### src/design/rwf_pkg.sv
// ----------------------------------------------------------------------------
// rwf_pkg
// Shared types and constants for the replay window filter.
// ----------------------------------------------------------------------------
package rwf_pkg;

    localparam int SEQ_W = 64;
    localparam int GAP_W = 32;
    localparam int OP_W  = 2;

    localparam logic [GAP_W-1:0] GAP_RESET  = 32'd1024;
    localparam logic [SEQ_W-1:0] SEND_RESET = 64'd1;

    typedef enum logic [OP_W-1:0] {
        OP_CHECK    = 2'd0,
        OP_ACCEPT   = 2'd1,
        OP_GET_NEXT = 2'd2
    } op_t;

    typedef struct packed {
        logic [OP_W-1:0]  op;
        logic [SEQ_W-1:0] seq;
    } rwf_req_t;

    typedef struct packed {
        logic             passes;
        logic [SEQ_W-1:0] send;
    } rwf_rsp_t;

endpackage

### src/design/rwf_if.sv
// ----------------------------------------------------------------------------
// rwf_if
// Valid/ready channels for requests and results of the replay window filter.
// ----------------------------------------------------------------------------
interface rwf_req_if;
    logic        valid;
    logic        ready;
    logic [1:0]  operation;
    logic [63:0] seq_number;

    modport source (output valid, output operation, output seq_number, input ready);
    modport sink   (input valid, input operation, input seq_number, output ready);
endinterface

interface rwf_rsp_if;
    logic        valid;
    logic        ready;
    logic        passes;
    logic [63:0] send_number;

    modport source (output valid, output passes, output send_number, input ready);
    modport sink   (input valid, input passes, input send_number, output ready);
endinterface

### src/design/rwf_in_stage.sv
// ----------------------------------------------------------------------------
// rwf_in_stage
// Input register: holds one request until the window logic consumes it.
// ----------------------------------------------------------------------------
module rwf_in_stage
    import rwf_pkg::*;
(
    input  logic     clk,
    input  logic     rst_n,
    rwf_req_if.sink  req,
    input  logic     advance,
    output logic     held_valid,
    output rwf_req_t held
);

    logic     valid_reg;
    logic     valid_next;
    rwf_req_t data_reg;
    logic     load;

    assign req.ready  = !valid_reg || advance;
    assign load       = req.valid && req.ready;
    assign valid_next = load ? 1'b1 : (advance ? 1'b0 : valid_reg);

    always_ff @(posedge clk or negedge rst_n)
    begin
        if (!rst_n)
        begin
            valid_reg <= 1'b0;
        end
        else
        begin
            valid_reg <= valid_next;
        end
    end

    always_ff @(posedge clk)
    begin
        if (load)
        begin
            data_reg.op  <= req.operation;
            data_reg.seq <= req.seq_number;
        end
    end

    assign held_valid = valid_reg;
    assign held       = data_reg;

endmodule

### src/design/rwf_window.sv
// ----------------------------------------------------------------------------
// rwf_window
// Window state, gap register and the single-pass check/mark/counter logic.
// ----------------------------------------------------------------------------
module rwf_window
    import rwf_pkg::*;
#(
    parameter int WINDOW_SIZE = 64
)
(
    input  logic             clk,
    input  logic             rst_n,
    input  logic             cfg_we,
    input  logic [GAP_W-1:0] cfg_wdata,
    input  logic             fire,
    input  rwf_req_t         req,
    output rwf_rsp_t         rsp
);

    localparam int IDX_W = (WINDOW_SIZE > 1) ? $clog2(WINDOW_SIZE) : 1;
    localparam logic [SEQ_W-1:0] WIN_LEN  = SEQ_W'(WINDOW_SIZE);
    localparam logic [SEQ_W-1:0] WIN_TOP  = SEQ_W'(WINDOW_SIZE - 1);
    localparam logic [IDX_W-1:0] TOP_IDX  = IDX_W'(WINDOW_SIZE - 1);

    logic [GAP_W-1:0]       gap_reg;
    logic [SEQ_W-1:0]       base_reg;
    logic [SEQ_W-1:0]       base_next;
    logic [WINDOW_SIZE-1:0] marks_reg;
    logic [WINDOW_SIZE-1:0] marks_next;
    logic [SEQ_W-1:0]       send_reg;
    logic [SEQ_W-1:0]       send_next;

    op_t              op;
    logic             below;
    logic [SEQ_W-1:0] offset;
    logic             beyond;
    logic             too_far;
    logic             slide;
    logic [IDX_W-1:0] idx;
    logic             pass;

    assign op      = op_t'(req.op);
    assign below   = req.seq < base_reg;
    assign offset  = req.seq - base_reg;
    assign beyond  = offset >= WIN_LEN;
    assign too_far = (offset[SEQ_W-1:GAP_W] != '0) || (offset[GAP_W-1:0] > gap_reg);
    assign slide   = !below && beyond && !too_far;
    assign idx     = beyond ? TOP_IDX : offset[IDX_W-1:0];
    assign pass    = !below && (beyond ? !too_far : !marks_reg[idx]);

    always_comb
    begin
        base_next  = base_reg;
        marks_next = marks_reg;
        send_next  = send_reg;
        rsp.passes = 1'b0;
        rsp.send   = '0;
        unique case (op)
            OP_CHECK:
            begin
                rsp.passes = pass;
                if (slide)
                begin
                    base_next  = req.seq - WIN_TOP;
                    marks_next = '0;
                end
            end
            OP_ACCEPT:
            begin
                rsp.passes = pass;
                if (slide)
                begin
                    base_next  = req.seq - WIN_TOP;
                    marks_next = '0;
                end
                if (pass)
                begin
                    marks_next[idx] = 1'b1;
                    if (req.seq >= send_reg)
                    begin
                        send_next = req.seq + SEQ_W'(1);
                    end
                end
            end
            OP_GET_NEXT:
            begin
                rsp.send  = send_reg;
                send_next = send_reg + SEQ_W'(1);
            end
            default:
            begin
            end
        endcase
    end

    always_ff @(posedge clk or negedge rst_n)
    begin
        if (!rst_n)
        begin
            gap_reg   <= GAP_RESET;
            base_reg  <= '0;
            marks_reg <= '0;
            send_reg  <= SEND_RESET;
        end
        else
        begin
            if (cfg_we)
            begin
                gap_reg <= cfg_wdata;
            end
            if (fire)
            begin
                base_reg  <= base_next;
                marks_reg <= marks_next;
                send_reg  <= send_next;
            end
        end
    end

endmodule

### src/design/rwf_out_stage.sv
// ----------------------------------------------------------------------------
// rwf_out_stage
// Result register: holds one result until the sink takes it.
// ----------------------------------------------------------------------------
module rwf_out_stage
    import rwf_pkg::*;
(
    input  logic      clk,
    input  logic      rst_n,
    input  logic      load,
    input  rwf_rsp_t  result,
    output logic      free,
    rwf_rsp_if.source rsp
);

    logic     valid_reg;
    logic     valid_next;
    rwf_rsp_t data_reg;

    assign free       = !valid_reg || rsp.ready;
    assign valid_next = load ? 1'b1 : (rsp.ready ? 1'b0 : valid_reg);

    always_ff @(posedge clk or negedge rst_n)
    begin
        if (!rst_n)
        begin
            valid_reg <= 1'b0;
        end
        else
        begin
            valid_reg <= valid_next;
        end
    end

    always_ff @(posedge clk)
    begin
        if (load)
        begin
            data_reg <= result;
        end
    end

    assign rsp.valid       = valid_reg;
    assign rsp.passes      = data_reg.passes;
    assign rsp.send_number = data_reg.send;

endmodule

### src/design/replay_window_filter.sv
// ----------------------------------------------------------------------------
// replay_window_filter
// Sliding-window anti-replay check with next-send counter.
//
//   channel | dir | payload                          | handshake
//   req     | in  | operation[1:0], seq_number[63:0] | valid/ready
//   rsp     | out | passes, send_number[63:0]        | valid/ready
//   cfg     | in  | cfg_wdata[31:0] (max_ahead_gap)  | cfg_we
//
// One request per cycle sustained while rsp is ready; each request passes
// through the input register, then the result register. Window state
// updates in the cycle a request leaves the input register. Reset clears
// state at once, no sweep. A stalled rsp holds the result; req stays
// ready while the input register is empty or draining.
// ----------------------------------------------------------------------------
module replay_window_filter
    import rwf_pkg::*;
#(
    parameter int WINDOW_SIZE = 64
)
(
    input  logic             clk,
    input  logic             rst_n,
    rwf_req_if.sink          req,
    rwf_rsp_if.source        rsp,
    input  logic             cfg_we,
    input  logic [GAP_W-1:0] cfg_wdata
);

    logic     held_valid;
    rwf_req_t held;
    logic     out_free;
    logic     advance;
    rwf_rsp_t result;

    assign advance = held_valid && out_free;

    rwf_in_stage u_in (
        .clk        (clk),
        .rst_n      (rst_n),
        .req        (req),
        .advance    (advance),
        .held_valid (held_valid),
        .held       (held)
    );

    rwf_window #(
        .WINDOW_SIZE (WINDOW_SIZE)
    ) u_window (
        .clk       (clk),
        .rst_n     (rst_n),
        .cfg_we    (cfg_we),
        .cfg_wdata (cfg_wdata),
        .fire      (advance),
        .req       (held),
        .rsp       (result)
    );

    rwf_out_stage u_out (
        .clk    (clk),
        .rst_n  (rst_n),
        .load   (advance),
        .result (result),
        .free   (out_free),
        .rsp    (rsp)
    );

`ifndef SYNTH
    a_held_kept: assert property (@(posedge clk) disable iff (!rst_n)
        held_valid && !advance |=> held_valid)
        else $error("held request dropped");

    a_result_out: assert property (@(posedge clk) disable iff (!rst_n)
        advance |=> rsp.valid)
        else $error("consumed request left no result");

    a_pass_no_send: assert property (@(posedge clk) disable iff (!rst_n)
        rsp.valid && rsp.passes |-> rsp.send_number == '0)
        else $error("passing result carries send number");
`endif

endmodule

### src/flat_wrapper.sv
// flat-port wrapper written by rule: the top's interface ports become plain ports
module replay_window_filter_flat import rwf_pkg::*;
#(
    parameter int WINDOW_SIZE = 64
)
  (clk, rst_n, cfg_we, cfg_wdata, req_valid, req_operation, req_seq_number, req_ready, rsp_valid, rsp_passes, rsp_send_number, rsp_ready);
  rwf_req_if req_i ();
  rwf_rsp_if rsp_i ();
  input  logic clk;
  input  logic rst_n;
  input  logic cfg_we;
  input  logic [GAP_W-1:0] cfg_wdata;
  input wire logic [$bits(req_i.valid)-1:0] req_valid;
  input wire logic [$bits(req_i.operation)-1:0] req_operation;
  input wire logic [$bits(req_i.seq_number)-1:0] req_seq_number;
  output wire logic [$bits(req_i.ready)-1:0] req_ready;
  output wire logic [$bits(rsp_i.valid)-1:0] rsp_valid;
  output wire logic [$bits(rsp_i.passes)-1:0] rsp_passes;
  output wire logic [$bits(rsp_i.send_number)-1:0] rsp_send_number;
  input wire logic [$bits(rsp_i.ready)-1:0] rsp_ready;
  assign req_i.valid = req_valid;
  assign req_i.operation = req_operation;
  assign req_i.seq_number = req_seq_number;
  assign req_ready = req_i.ready;
  assign rsp_valid = rsp_i.valid;
  assign rsp_passes = rsp_i.passes;
  assign rsp_send_number = rsp_i.send_number;
  assign rsp_i.ready = rsp_ready;
  replay_window_filter #(.WINDOW_SIZE(WINDOW_SIZE)) u_core (.clk(clk), .rst_n(rst_n), .req(req_i), .rsp(rsp_i), .cfg_we(cfg_we), .cfg_wdata(cfg_wdata));
endmodule
### config.mk
export PLATFORM = sky130hd
export DESIGN_NAME = replay_window_filter_flat
export DESIGN_NICKNAME = d
export VERILOG_FILES = /design/src/design/rwf_pkg.sv /design/src/design/rwf_if.sv /design/src/design/rwf_in_stage.sv /design/src/design/rwf_window.sv /design/src/design/rwf_out_stage.sv /design/src/design/replay_window_filter.sv /design/src/flat_wrapper.sv
export SDC_FILE = /design/constraint.sdc
export NUM_CORES = 1
export LEC_CHECK = 0
export BUFFER_PORTS_ARGS = -buffer_cell sky130_fd_sc_hd__buf_2
export CAP_MARGIN = 20
export CORE_MARGIN = 10
export CORE_UTILIZATION = 55
export DETAILED_ROUTE_END_ITERATION = 7
export GPL_TIMING_DRIVEN = 0
export PLACE_DENSITY = 0.83
export REMOVE_ABC_BUFFERS = 1
export SLEW_MARGIN = 5
export SYNTH_ARGS = -nofsm -noshare
export SYNTH_HDL_FRONTEND = slang
export SYNTH_SLANG_ARGS = --single-unit
### constraint.sdc
create_clock -name clk -period 16.2 [get_ports clk]
set_clock_uncertainty 0.05 [all_clocks]
set_input_delay 3.24 -clock clk [delete_from_list [all_inputs] [get_ports clk]]
set_output_delay 3.24 -clock clk [all_outputs]
set_load 0.05 [all_outputs]
==> results.yml <==
worst_setup_path:
  r2r_start: "u_core.u_in.held[15]"
  cp_max_fo: 27
  crit_chain: "ha_1 -> nand4_1 -> nor3_1 -> o21ai_1 -> a31oi_1 -> o21ai_0 -> and2_1 -> ha_1 -> a21o_1 -> a21oi_1 -> nor2b_1 -> o211ai_1 -> a21oi_1 -> a211o_1 -> o21ai_0 -> o21ai_0 -> mux2i_1 -> nand4_1 -> o21ai_4 -> buf_12 -> a21oi_1 -> a221oi_1"
  crit_required_ns: 16.62
  max_stage_delay_ns: 0.92
  r2r_end: "u_core.u_window.send_reg[3]"
  reg2reg_slack_ns: 8.50
  critPathKind: "flip-flop to flip-flop"
  startpoint_type: "flip-flop"
  arrival_ns: 8.12
  reg2reg_depth: 22
  end_kind: "flip-flop"
  slowest_stage: "o21ai_4"
layout:
  final_common_cell: "nand2_1"
  final_util_pct: 61.65
  diodes: 0
  layout.nets: 3313
  final_cells: 3677
  synthToLayoutAreaGrowth_pct: 10.82
  fillers: 3818
  drive_gt1_share_pct: 10.50
  final_cell_mix: "nand2_1, nor2_1, a21oi_1"
  largest_register_ffs: 66
floorplan:
  ios: 170
  die_w_um: 234.5
  coreArea_um2: 45480
  rows: 78
  die_y_um: 234.5
  start_util_pct: 55.63
  fp.dieArea_um2: 54980
global_route:
  gr-total-overflow: 0
  grt_pass1_vias: 24058
  antenna_found_initial: 0
  grt_start_max_net_pins: 100
  grt_use_total_pct: 29.32
  grt_pass1_wl_mm: 129.2
power_and_ir_drop:
  p_total_mw: 2.390
  power_leakage_nw: 12.02
  ir_drop_v: 0.0001029
  p_per_area_nw_per_um2: 85.24
synth:
  ys_ff_latch: 357
  syn-instance-count: 2972
  async_reset_ff_share_pct: 63.31
  yosysTopAreaCellShare_pct: 22.15
  synthTopCellsByArea: "dfrtp_1, edfxtp_1, ha_1"
  yosysSeqAreaShare_pct: 37.91
  ys.flop_type: "dfrtp_1"
  syn_avg_cell_area_um2: 8.513
  yosysUniqueCellTypes: 94
  ys_warn_count: 0
  syn_area_um2: 25300
  yosysTopAreaCell: "dfrtp_1"
  synth_edf_count: 131
placed_design:
  dp_hpwl_mm: 60.74
  port_buffers: 169
  place_ws_ns: 8.613
  dp.cells: 3603
  gp_congestion: 0.9658
timing:
  relSlewSlack_pct: 18.54
  fin_ws_ns: 8.502
  drv_slew: 0
  fmax_mhz: 129.9
  hold_viol: 0
  worst_pin_slew_ns: 1.217
  grt_setup_unrepaired: "false"
  layout_min_cycle_time_ns: 7.698
  period_share_pct: 47.52
  finalSetupViolCount: 0
  setup_tns_ns: 0
run:
  cap_violations: 0
routing:
  vias: 24367
  drt_iter0_markers: 2963
  drt-pass1-iter-count: 6
  route.detailed.drc: 0
  wirelength_mm: 82.02
  wl_per_cell_um: 22.31
  postRouteAntennaNets: 0
  post_drt_via_cell_ratio: 6.627
clock_network:
  ctsHoldBuffers: 0
  cts_tree: "built"
  cts_buffer_depth: 3
  cts_resized: 0
  cts-root-buf: "clkbuf_16"
  cts_setup_buffers: 0
  cts.sinks: 357
  numCtsBuffers: 39
  clkTransAtPathRegs_ns: 0.06
  clk-insertion-delay-late_ns: 0.59
  h-tree-depth: 2
hold_path:
  hold_path.class: "flip-flop to flip-flop"
  hold_start: "u_core.u_window.base_reg[3]"
  whs_endpoint: "u_core.u_window.base_reg[3]"
  hold_depth: 2
outcome:
  status: "complete, no violations"
critical path, delay by kind of cell, from the launching register on:
kind	cells	cell delay, ns
AND/OR/NAND/NOR	5	1.62
adder cells (fa/ha/maj)	2	0.90
AO/OA/AOI/OAI	13	3.76
buffers and inverters	1	0.28
flip-flops	1	0.62
multiplexers	1	0.30
synthesized netlist by cell type (14+ instances only):
cell        n
o211ai_1   23
o31ai_1    36
nor2b_1    16
nor3_1     89
inv_1     198
nor2_1    281
xor2_1     43
xnor2_1    55
buf_1      14
a22o_1     66
mux2i_1    23
nor4_1     34
a221oi_1   14
and3_1     46
edfxtp_1  131
and4_1     17
clkbuf_1  129
buf_2      16
o21a_1     15
a31oi_1    33
dfrtp_1   224
and2_1     27
nand3_1    77
nand2b_1   28
a21oi_1   274
a211oi_1   47
nand2_1   303
o21ai_0   193
a21o_1     45
nand4_1    71
ha_1      162
metal layers:
layer | GRT usage, % | wire, µm
met2 | 46.88 | 37810
met5 | 0 | 0
met3 | 4.418 | 7067
met1 | 38.14 | 33090
met4 | 15.18 | 4049
through the flow:
stage | instance area, µm² | hold WS, ns
floorplan | 24650 | 0.3993
global placement | 26250 | 0.4108
detailed placement | 26720 | 0.4204
CTS | 28000 | 0.4342
global route | 28040 | 0.4472
finish | 28040 | 0.4372
logic make-up (layout without fill, tap and decap cells):
group	after synthesis	after routing	share of synthesized area, %
AND/OR/NAND/NOR	1067	1067	20.69
multiplexers	42	42	2.112
buffers and inverters	363	468	5.539
AO/OA/AOI/OAI	881	881	22.20
XOR/XNOR	99	99	3.457
flip-flops	357	357	37.91
adder cells (fa/ha/maj)	163	163	8.090
layout make-up:
cell class	count	area, µm²	share of cell area (%)
clock inverter	19	192.7	0.6872
multi-input combinational	2252	14370	51.25
inverter	201	757.0	2.700
timing repair buffer	196	1289	4.596
sequential	357	9592	34.21
clock buffer	52	1089	3.882
tap	600	750.7	2.677
report_power, final:
part	switching [mW]	total (mW)	internal (mW)
sequential	0.0593	1.05	0.989
clock	0.387	0.911	0.524
combinational	0.290	0.430	0.141
worst max-delay path by stage:
stage | from | end | slack [ns]
after global routing | u_core.u_in.held[15] | u_core.u_window.send_reg[24] | 8.15
after global placement | u_core.u_in.held[64] | u_core.u_window.send_reg[13] | 2.77
after floorplan | u_core.u_in.held[0] | u_core.u_window.base_reg[1] | 6.87
after detailed placement | u_core.u_in.held[15] | u_core.u_window.send_reg[24] | 8.61
final | u_core.u_in.held[15] | u_core.u_window.send_reg[3] | 8.50
after CTS | u_core.u_in.held[15] | u_core.u_window.send_reg[24] | 8.60
Note: power is estimated with default switching activity, not from simulation.
